===== config.mk =====
export PLATFORM = sky130hd
export DESIGN_NAME = time_of_year_converter
export DESIGN_NICKNAME = d
export VERILOG_FILES = /design/src/hw/rtl/tyc_pkg.sv /design/src/hw/rtl/tyc_ctrl.sv /design/src/hw/rtl/tyc_compose.sv /design/src/hw/rtl/tyc_split.sv /design/src/hw/rtl/time_of_year_converter.sv
export SDC_FILE = /design/constraint.sdc
export NUM_CORES = 2
export LEC_CHECK = 0
export ABC_AREA = 1
export ABC_CLOCK_PERIOD_IN_PS = 12700
export BUFFER_PORTS_ARGS = -buffer_cell sky130_fd_sc_hd__clkbuf_2
export CAP_MARGIN = 25
export CORE_ASPECT_RATIO = 1.5
export CORE_UTILIZATION = 30
export DETAILED_ROUTE_END_ITERATION = 7
export GPL_ROUTABILITY_DRIVEN = 0
export GPL_TIMING_DRIVEN = 0
export HOLD_SLACK_MARGIN = 0.03
export REMOVE_ABC_BUFFERS = 1
export SLEW_MARGIN = 10
export SYNTH_ARGS = -nofsm -noshare
export SYNTH_HDL_FRONTEND = slang
export SYNTH_SLANG_ARGS = --single-unit

===== constraint.sdc =====
create_clock -name aclk -period 12.7 [get_ports aclk]
set_input_delay 0.635 -clock aclk [delete_from_list [all_inputs] [get_ports aclk]]
set_output_delay 0.635 -clock aclk [all_outputs]
set_load 0.02 [all_outputs]

===== src/hw/rtl/tyc_pkg.sv =====
// ----------------------------------------------------------------------------
// Time-of-year converter package
// Shared item types, pipeline control types, calendar constants and tables.
// ----------------------------------------------------------------------------
package tyc_pkg;

    localparam int NSTG = 9;

    localparam logic [24:0] SECS_PER_YEAR = 25'd31536000;
    localparam logic [16:0] SECS_PER_DAY  = 17'd86400;
    localparam logic [11:0] SECS_PER_HOUR = 12'd3600;
    localparam logic [5:0]  SECS_PER_MIN  = 6'd60;

    // Ceiling or floor reciprocals of the odd parts of the divisors.
    localparam logic [14:0] YEAR_RECIP = 15'd17432;
    localparam logic [18:0] DAY_RECIP  = 19'd397683;
    localparam logic [12:0] HOUR_RECIP = 13'd4661;
    localparam logic [10:0] MIN_RECIP  = 11'd1093;

    localparam logic [3:0] NUM_MONTHS = 4'd12;

    typedef enum logic [1:0] {
        ST_OK    = 2'd0,
        ST_RANGE = 2'd1,
        ST_CLOCK = 2'd2
    } status_t;

    typedef struct packed {
        logic        mode;
        logic [31:0] seconds_in;
        logic [7:0]  month_in;
        logic [7:0]  day_in;
        logic [4:0]  hour_in;
        logic [5:0]  minute_in;
        logic [5:0]  second_in;
        logic        time_valid;
        logic        clock_enabled;
    } in_item_t;

    typedef struct packed {
        logic [24:0] seconds_out;
        logic [3:0]  month_out;
        logic [4:0]  day_out;
        logic [4:0]  hour_out;
        logic [5:0]  minute_out;
        logic [5:0]  second_out;
        status_t     status;
    } out_item_t;

    typedef struct packed {
        logic [NSTG-1:0] en;
        logic [NSTG-1:0] vld;
    } ctrl_t;

    typedef struct packed {
        logic [24:0] seconds;
        status_t     status;
    } compose_res_t;

    typedef struct packed {
        logic [3:0] month;
        logic [4:0] day;
        logic [4:0] hour;
        logic [5:0] minute;
        logic [5:0] second;
    } split_res_t;

    function automatic logic [8:0] month_start(input logic [3:0] idx);
        logic [8:0] v;
        case (idx)
            4'd0:    v = 9'd0;
            4'd1:    v = 9'd31;
            4'd2:    v = 9'd59;
            4'd3:    v = 9'd90;
            4'd4:    v = 9'd120;
            4'd5:    v = 9'd151;
            4'd6:    v = 9'd181;
            4'd7:    v = 9'd212;
            4'd8:    v = 9'd243;
            4'd9:    v = 9'd273;
            4'd10:   v = 9'd304;
            4'd11:   v = 9'd334;
            default: v = 9'd0;
        endcase
        return v;
    endfunction

endpackage


===== src/hw/rtl/tyc_ctrl.sv =====
// ----------------------------------------------------------------------------
// Time-of-year converter pipeline control
// Stage valid bits, per-stage load enables with bubble collapsing, mode line.
// ----------------------------------------------------------------------------
module tyc_ctrl import tyc_pkg::*; (
    input  logic  aclk,
    input  logic  aresetn,
    input  logic  s_valid,
    output logic  s_ready,
    input  logic  s_mode,
    output logic  m_valid,
    input  logic  m_ready,
    output logic  mode_out,
    output ctrl_t ctrl
);

    logic [NSTG-1:0] valid_reg;
    logic [NSTG-1:0] valid_next;
    logic [NSTG-1:0] en;
    logic            mode_reg [NSTG];

    always_comb begin
        en[NSTG-1] = !valid_reg[NSTG-1] || m_ready;
        for (int k = NSTG - 2; k >= 0; k--) begin
            en[k] = !valid_reg[k] || en[k+1];
        end
    end

    always_comb begin
        for (int k = 0; k < NSTG; k++) begin
            if (en[k]) begin
                valid_next[k] = (k == 0) ? s_valid : valid_reg[(k == 0) ? 0 : k - 1];
            end else begin
                valid_next[k] = valid_reg[k];
            end
        end
    end

    always_ff @(posedge aclk) begin
        if (!aresetn) begin
            valid_reg <= '0;
        end else begin
            valid_reg <= valid_next;
        end
    end

    always_ff @(posedge aclk) begin
        if (en[0]) begin
            mode_reg[0] <= s_mode;
        end
        for (int k = 1; k < NSTG; k++) begin
            if (en[k]) begin
                mode_reg[k] <= mode_reg[k-1];
            end
        end
    end

    assign s_ready  = en[0];
    assign m_valid  = valid_reg[NSTG-1];
    assign mode_out = mode_reg[NSTG-1];
    assign ctrl.en  = en;
    assign ctrl.vld = valid_reg;

    a_full_blocks_input: assert property (@(posedge aclk) disable iff (!aresetn)
        (&valid_reg) && !m_ready |-> !s_ready)
        else $error("input accepted while every stage is full and the output stalls");

    a_item_count: assert property (@(posedge aclk) disable iff (!aresetn)
        $past(aresetn) |-> ($countones(valid_reg) == $past($countones(valid_reg))
            + $past(s_valid && s_ready) - $past(m_valid && m_ready)))
        else $error("items lost or duplicated in the pipeline");

endmodule


===== src/hw/rtl/tyc_compose.sv =====
// ----------------------------------------------------------------------------
// Time-of-year converter compose path
// Builds seconds of year from month, day and clock fields, with status.
// ----------------------------------------------------------------------------
module tyc_compose import tyc_pkg::*; (
    input  logic         aclk,
    input  ctrl_t        ctrl,
    input  in_item_t     in_item,
    output compose_res_t res
);

    status_t     status0_reg, status0_next;
    logic [8:0]  dayidx0_reg, dayidx0_next;
    logic [16:0] hms0_reg, hms0_next;
    status_t     status1_reg;
    logic [24:0] cd1_reg, cd1_next;
    logic [16:0] hms1_reg;
    compose_res_t line_reg [2:NSTG-1];
    compose_res_t line2_next;

    always_comb begin
        logic mon_ok;
        logic day_ok;
        mon_ok = (in_item.month_in >= 8'd1) && (in_item.month_in <= {4'd0, NUM_MONTHS});
        day_ok = (in_item.day_in >= 8'd1) && (in_item.day_in <= 8'd31);
        if (!in_item.time_valid || !in_item.clock_enabled) begin
            status0_next = ST_CLOCK;
        end else if (!mon_ok || !day_ok) begin
            status0_next = ST_RANGE;
        end else begin
            status0_next = ST_OK;
        end
        dayidx0_next = month_start(in_item.month_in[3:0] - 4'd1)
                     + {4'd0, in_item.day_in[4:0]} - 9'd1;
        hms0_next = 17'({12'd0, in_item.hour_in} * {5'd0, SECS_PER_HOUR})
                  + 17'({11'd0, in_item.minute_in} * {11'd0, SECS_PER_MIN})
                  + {11'd0, in_item.second_in};
    end

    assign cd1_next = 25'({16'd0, dayidx0_reg} * {8'd0, SECS_PER_DAY});

    always_comb begin
        line2_next.status = status1_reg;
        if (status1_reg == ST_OK) begin
            line2_next.seconds = cd1_reg + {8'd0, hms1_reg};
        end else begin
            line2_next.seconds = '0;
        end
    end

    always_ff @(posedge aclk) begin
        if (ctrl.en[0]) begin
            status0_reg <= status0_next;
            dayidx0_reg <= dayidx0_next;
            hms0_reg    <= hms0_next;
        end
        if (ctrl.en[1]) begin
            status1_reg <= status0_reg;
            cd1_reg     <= cd1_next;
            hms1_reg    <= hms0_reg;
        end
        if (ctrl.en[2]) begin
            line_reg[2] <= line2_next;
        end
        for (int k = 3; k < NSTG; k++) begin
            if (ctrl.en[k]) begin
                line_reg[k] <= line_reg[k-1];
            end
        end
    end

    assign res = line_reg[NSTG-1];

endmodule


===== src/hw/rtl/tyc_split.sv =====
// ----------------------------------------------------------------------------
// Time-of-year converter split path
// Reduces seconds modulo one year and splits them into calendar fields.
// ----------------------------------------------------------------------------
module tyc_split import tyc_pkg::*; (
    input  logic       aclk,
    input  ctrl_t      ctrl,
    input  logic [31:0] seconds_in,
    output split_res_t res
);

    logic [31:0] x0_reg;
    logic [7:0]  q0_reg, q0_next;
    logic [25:0] r1_reg, r1_next;
    logic [24:0] t2_reg, t2_next;
    logic [24:0] t3_reg;
    logic [8:0]  d3_reg, d3_next;
    logic [16:0] rest4_reg, rest4_next;
    logic [3:0]  mon4_reg, mon4_next;
    logic [4:0]  dom4_reg, dom4_next;
    logic [16:0] rest5_reg;
    logic [4:0]  h5_reg, h5_next;
    logic [11:0] rem6_reg, rem6_next;
    logic [11:0] rem7_reg;
    logic [5:0]  mi7_reg, mi7_next;
    logic [5:0]  se8_reg, se8_next;
    logic [3:0]  mon_reg [5:8];
    logic [4:0]  dom_reg [5:8];
    logic [4:0]  h_reg   [6:8];
    logic [5:0]  mi8_reg;

    logic [39:0] p0;
    logic [36:0] p3;
    logic [25:0] p5;
    logic [20:0] p7;

    assign p0      = {15'd0, seconds_in[31:7]} * {25'd0, YEAR_RECIP};
    assign q0_next = p0[39:32];

    assign r1_next = 26'(x0_reg - ({24'd0, q0_reg} * {7'd0, SECS_PER_YEAR}));

    assign t2_next = (r1_reg >= {1'b0, SECS_PER_YEAR}) ? 25'(r1_reg - {1'b0, SECS_PER_YEAR})
                                                       : r1_reg[24:0];

    assign p3      = {19'd0, t2_reg[24:7]} * {18'd0, DAY_RECIP};
    assign d3_next = p3[36:28];

    always_comb begin
        logic [3:0] cnt;
        cnt = 4'd1;
        for (int k = 1; k < 12; k++) begin
            if (d3_reg >= month_start(4'(k))) begin
                cnt = cnt + 4'd1;
            end
        end
        mon4_next  = cnt;
        dom4_next  = 5'(d3_reg - month_start(cnt - 4'd1) + 9'd1);
        rest4_next = 17'(t3_reg - 25'({16'd0, d3_reg} * {8'd0, SECS_PER_DAY}));
    end

    assign p5      = {13'd0, rest4_reg[16:4]} * {13'd0, HOUR_RECIP};
    assign h5_next = p5[24:20];

    assign rem6_next = 12'(rest5_reg - 17'({12'd0, h5_reg} * {5'd0, SECS_PER_HOUR}));

    assign p7       = {11'd0, rem6_reg[11:2]} * {10'd0, MIN_RECIP};
    assign mi7_next = p7[19:14];

    assign se8_next = 6'(rem7_reg - 12'({6'd0, mi7_reg} * {6'd0, SECS_PER_MIN}));

    always_ff @(posedge aclk) begin
        if (ctrl.en[0]) begin
            x0_reg <= seconds_in;
            q0_reg <= q0_next;
        end
        if (ctrl.en[1]) begin
            r1_reg <= r1_next;
        end
        if (ctrl.en[2]) begin
            t2_reg <= t2_next;
        end
        if (ctrl.en[3]) begin
            t3_reg <= t2_reg;
            d3_reg <= d3_next;
        end
        if (ctrl.en[4]) begin
            rest4_reg <= rest4_next;
            mon4_reg  <= mon4_next;
            dom4_reg  <= dom4_next;
        end
        if (ctrl.en[5]) begin
            rest5_reg  <= rest4_reg;
            h5_reg     <= h5_next;
            mon_reg[5] <= mon4_reg;
            dom_reg[5] <= dom4_reg;
        end
        if (ctrl.en[6]) begin
            rem6_reg <= rem6_next;
            h_reg[6] <= h5_reg;
        end
        if (ctrl.en[7]) begin
            rem7_reg <= rem6_reg;
            mi7_reg  <= mi7_next;
            h_reg[7] <= h_reg[6];
        end
        if (ctrl.en[8]) begin
            se8_reg  <= se8_next;
            mi8_reg  <= mi7_reg;
            h_reg[8] <= h_reg[7];
        end
        for (int k = 6; k < NSTG; k++) begin
            if (ctrl.en[k]) begin
                mon_reg[k] <= mon_reg[k-1];
                dom_reg[k] <= dom_reg[k-1];
            end
        end
    end

    assign res.month  = mon_reg[8];
    assign res.day    = dom_reg[8];
    assign res.hour   = h_reg[8];
    assign res.minute = mi8_reg;
    assign res.second = se8_reg;

    a_date_range: assert property (@(posedge aclk)
        ctrl.vld[4] |-> (mon4_reg >= 4'd1) && (mon4_reg <= NUM_MONTHS)
            && (dom4_reg >= 5'd1) && (dom4_reg <= 5'd31))
        else $error("month or day of the split out of range");

    a_time_range: assert property (@(posedge aclk)
        ctrl.vld[8] |-> (h_reg[8] <= 5'd23) && (mi8_reg <= 6'd59) && (se8_reg <= 6'd59))
        else $error("hour, minute or second of the split out of range");

endmodule


===== src/hw/rtl/time_of_year_converter.sv =====
// ----------------------------------------------------------------------------
// Throughput: one item per cycle unless m_ready stalls a full pipeline; set by a
// nine-stage pipeline with a reciprocal multiply for each constant division.
// Reset clears the valid bit of every stage; data registers are not reset.
// ----------------------------------------------------------------------------
// Time-of-year converter
// Composes or splits seconds of a non-leap year in a nine-stage pipeline.
// ----------------------------------------------------------------------------
module time_of_year_converter import tyc_pkg::*; (
    input  logic      aclk,
    input  logic      aresetn,
    input  logic      s_valid,
    output logic      s_ready,
    input  in_item_t  s_data,
    output logic      m_valid,
    input  logic      m_ready,
    output out_item_t m_data
);

    ctrl_t        ctrl;
    logic         mode;
    compose_res_t comp;
    split_res_t   spl;

    tyc_ctrl u_ctrl (
        .aclk     (aclk),
        .aresetn  (aresetn),
        .s_valid  (s_valid),
        .s_ready  (s_ready),
        .s_mode   (s_data.mode),
        .m_valid  (m_valid),
        .m_ready  (m_ready),
        .mode_out (mode),
        .ctrl     (ctrl)
    );

    tyc_compose u_compose (
        .aclk    (aclk),
        .ctrl    (ctrl),
        .in_item (s_data),
        .res     (comp)
    );

    tyc_split u_split (
        .aclk       (aclk),
        .ctrl       (ctrl),
        .seconds_in (s_data.seconds_in),
        .res        (spl)
    );

    always_comb begin
        if (mode) begin
            m_data.seconds_out = '0;
            m_data.month_out   = spl.month;
            m_data.day_out     = spl.day;
            m_data.hour_out    = spl.hour;
            m_data.minute_out  = spl.minute;
            m_data.second_out  = spl.second;
            m_data.status      = ST_OK;
        end else begin
            m_data.seconds_out = comp.seconds;
            m_data.month_out   = '0;
            m_data.day_out     = '0;
            m_data.hour_out    = '0;
            m_data.minute_out  = '0;
            m_data.second_out  = '0;
            m_data.status      = comp.status;
        end
    end

endmodule

==> impl_results.md <==
* 1st-iter DRT viols at between 700 and 800
* Number of buffers inserted to repair setup after CTS at 0
* Core area at 127,000 µm²
* Number of flip-flops under the largest register name at 189
* Synth Area in XOR/XNOR at about 3.8%
* Highest cell delay on the worst timing path at 930 ps
* Hold buffers post-CTS at 0
* Number of stages on the worst hold path at 1
* Area growth from synthesis to layout at 12.5%
* Clock latency on the worst-skew pair at 620 ps
* Transition time of the tightest slew-check pin at 1080 ps
* Sequential share of the synthesized area at 40.1%
* Worst rel slew slack at 27.1%
* Setup clock skew after layout at ~29 ps
* Post-detailed-placement half-perimeter wirelength at 58.3 mm
* Hold Crit Start: s_data[37]
* Pin count of the biggest net entering global routing at 63
* Clock Root Buffer: sky130_fd_sc_hd__clkbuf_16
* Compound-Gate Fraction of Synth Area at under 10%
* Initial antenna violation count at 9
* Clock transition at the registers of the reported paths at about 60 ps
* Number of instances in the synthesized netlist at between 3k and 4k
* Post-detailed-route DRC marker count at 0
* Startpoint type of the worst setup path: register
* Least setup slack across all paths after layout at 3080 ps
* Post-Route Utilization at 34.0%
* Yosys warning count at 0
* Router iterations before antenna repair at 5
* Total via count in the routed design at 23.2k
* Tightest Hold Check Type: input pin to register
* Share of flip-flops with an asynchronous set or reset after synthesis at 0%
* Num CTS Buffers at 53
* Height of the chip at 439 µm
* DIE WIDTH at 293 µm
* Clock tree sinks at 513
* Max clock buf depth at 3
* EDFF count, synth at 504
* Post-placement worst setup slack at 3050 ps
* Crit path DAT at 9990 ps
* Launch point of the worst path: u_split.d3_reg[4]
* Final hold violation count at 0
* Initial core utilization at 30.2%
* Crit end category: register
* Critical setup path kind: register to register
* Syn_area_per_cell at 11.2 µm²
* I/O pins at ~130
* Post-route clock period utilization at 75.7%
* Tot GR Track Use at 11.2%
* Buffers added on ports at 126
* Largest family of logic cells by synthesized area: adder cells
* Post-synthesis adder-cell area fraction at 35.7%
* Number of global-route vias before repair at 24.3k
* Outcome: finished, final reports clean
* CTS tree: yes
* Worst R2R Setup Slack at 3080 ps
* Top FF cell, synth: sky130_fd_sc_hd__edfxtp_1
* Mux cell area share after synthesis at 0%
* Post-CTS Resized at 0
* Die area at 129,000 µm²
* Standard cell with the maximum stage delay on the critical path: sky130_fd_sc_hd__o311ai_0
* Capturing point of the worst reg2reg path: u_split.dom4_reg[4]
* Routed Antenna Nets at 0
* Required time of the critical path at roughly 13,000 ps
* Max Slew Vio Count at 0
* Unique masters post-synth at 49
* Routed vias/inst at 4.35
* Remaining Overflow, GRT at 0
* Total routed wirelength at 70.0 mm
* RSZ-0062 raised after global routing: no
* Post-DR wirelength/cell at about 13 µm
* H-Tree Level Count at 2
* Area fraction in and, or, nand and nor cells after synthesis at 7.77%
* Maximum achievable frequency at 0.104 GHz
* Wire length of the first global-routing pass at about 120 mm
* Cell count of the worst reg-to-reg path at 48
* Hold Path End: u_split.x0_reg[2]
* Final period demand of the worst path at 9620 ps
* Number of setup violations in the final report at 0
* Layout net count at 4,616
* Critical R2R Launch: u_split.d3_reg[4]
* Max Fanout on Critical Path at 8
* Std-Cell Rows at 160
* Share of cells above drive strength 1 at 8.61%
* Number of max-cap violations at 0
* Dominant cell type by count on the critical path: sky130_fd_sc_hd__nand2_1
* Area of the mapped netlist at 38,200 µm²
* Number of register bits inferred by synthesis at 513
through the flow:
| stage | TNS, ps | hold WS (ps) | area (µm²) | std cells |
|---|---|---|---|---|
| floorplan | 0 | 400 | 38200 | 3399 |
| global placement | -330550 | 402 | 40900 | 5226 |
| detailed placement | 0 | 405 | 41200 | 5236 |
| CTS | 0 | 170 | 43000 | 5335 |
| global route | 0 | 179 | 43000 | 5339 |
| finish | 0 | 210 | 43000 | 5340 |
worst max-delay path by stage:
stage                               end  cells past startpoint  slack (ps)
floorplan                       s_ready                     16        1330
global placement                s_ready                     18       -3340
detailed placement  u_split.dom4_reg[4]                     48        3050
CTS                 u_split.dom4_reg[4]                     48        3010
global route        u_split.dom4_reg[4]                     48        2430
finish              u_split.dom4_reg[4]                     48        3080
final cells by class:
cell class                      instances  area [µm²]
Timing Repair Buffer                  136         848
Inverter                              746        2810
Antenna cell                            5        12.5
Tap cell                             1701        2130
Clock inverter                         38         414
Fill cell                           12700       83500
Clock buffer                           61        1400
Multi-Input combinational cell       2140       20100
Sequential cell                       513       15300
logic make-up after synthesis:
logic type / count (synthesis)
compound gates: 358
xor+xnor: 164
fa+ha+maj: 954
buf+inv: 755
flops: 513
simple gates: 664
critical path: cells and delay by family, from the launching register on:
kind | cells | cell delay [ps]
AOI/OAI and AO/OA | 4 | 1300
xor gates and xnor gates | 1 | 200
adders and majority gates | 12 | 3780
buffers and inverters | 8 | 820
DFF | 1 | 560
and+or+nand+nor | 23 | 2710
Yosys cell counts (6+ instances only):
| master | n | area share, % |
|---|---|---|
| sky130_fd_sc_hd__o221ai_1 | 9 | 0.21 |
| sky130_fd_sc_hd__nand2_1 | 301 | 3.0 |
| sky130_fd_sc_hd__inv_2 | 15 | 0.15 |
| sky130_fd_sc_hd__nor2_2 | 6 | 0.098 |
| sky130_fd_sc_hd__o21a_1 | 8 | 0.16 |
| sky130_fd_sc_hd__a21o_1 | 15 | 0.29 |
| sky130_fd_sc_hd__a21oi_1 | 186 | 2.4 |
| sky130_fd_sc_hd__o21bai_1 | 13 | 0.26 |
| sky130_fd_sc_hd__nand3_2 | 18 | 0.47 |
| sky130_fd_sc_hd__xnor2_1 | 61 | 1.4 |
| sky130_fd_sc_hd__edfxtp_1 | 504 | 40 |
| sky130_fd_sc_hd__nor2_1 | 168 | 1.6 |
| sky130_fd_sc_hd__or2_2 | 9 | 0.15 |
| sky130_fd_sc_hd__fa_1 | 227 | 12 |
| sky130_fd_sc_hd__inv_1 | 727 | 7.1 |
| sky130_fd_sc_hd__clkbuf_1 | 9 | 0.088 |
| sky130_fd_sc_hd__o21ai_0 | 79 | 1.0 |
| sky130_fd_sc_hd__nand3_1 | 84 | 1.1 |
| sky130_fd_sc_hd__nor3_1 | 13 | 0.17 |
| sky130_fd_sc_hd__ha_1 | 727 | 24 |
| sky130_fd_sc_hd__nand4_1 | 23 | 0.38 |
| sky130_fd_sc_hd__nand2_2 | 19 | 0.31 |
| sky130_fd_sc_hd__o31ai_1 | 10 | 0.20 |
| sky130_fd_sc_hd__xor2_1 | 103 | 2.4 |
| sky130_fd_sc_hd__a31oi_1 | 11 | 0.18 |
| sky130_fd_sc_hd__nand2_4 | 6 | 0.18 |
| sky130_fd_sc_hd__dfxtp_1 | 9 | 0.47 |
metal layers:
metal	track usage, %	routed length (µm)
met5	0	54
met4	3.67	1960
met2	21.2	36300
met1	12.7	29700
met3	1.54	2020
layout by cell type (no fill, tap or decap), types with 19 or more instances in the layout:
| master | instances |
|---|---|
| sky130_fd_sc_hd__nand2_2 | 19 |
| sky130_fd_sc_hd__nand2_1 | 300 |
| sky130_fd_sc_hd__ha_1 | 727 |
| sky130_fd_sc_hd__a21oi_1 | 186 |
| sky130_fd_sc_hd__inv_2 | 22 |
| sky130_fd_sc_hd__o21ai_0 | 79 |
| sky130_fd_sc_hd__nand3_1 | 84 |
| sky130_fd_sc_hd__nand4_1 | 23 |
| sky130_fd_sc_hd__fa_1 | 227 |
| sky130_fd_sc_hd__xnor2_1 | 61 |
| sky130_fd_sc_hd__clkbuf_16 | 55 |
| sky130_fd_sc_hd__clkbuf_2 | 126 |
| sky130_fd_sc_hd__edfxtp_1 | 504 |
| sky130_fd_sc_hd__inv_1 | 719 |
| sky130_fd_sc_hd__nor2_1 | 168 |
| sky130_fd_sc_hd__xor2_1 | 103 |
Power is not shown: default switching activity piles up to over one toggle a cycle in this logic, so the estimate is an artifact.
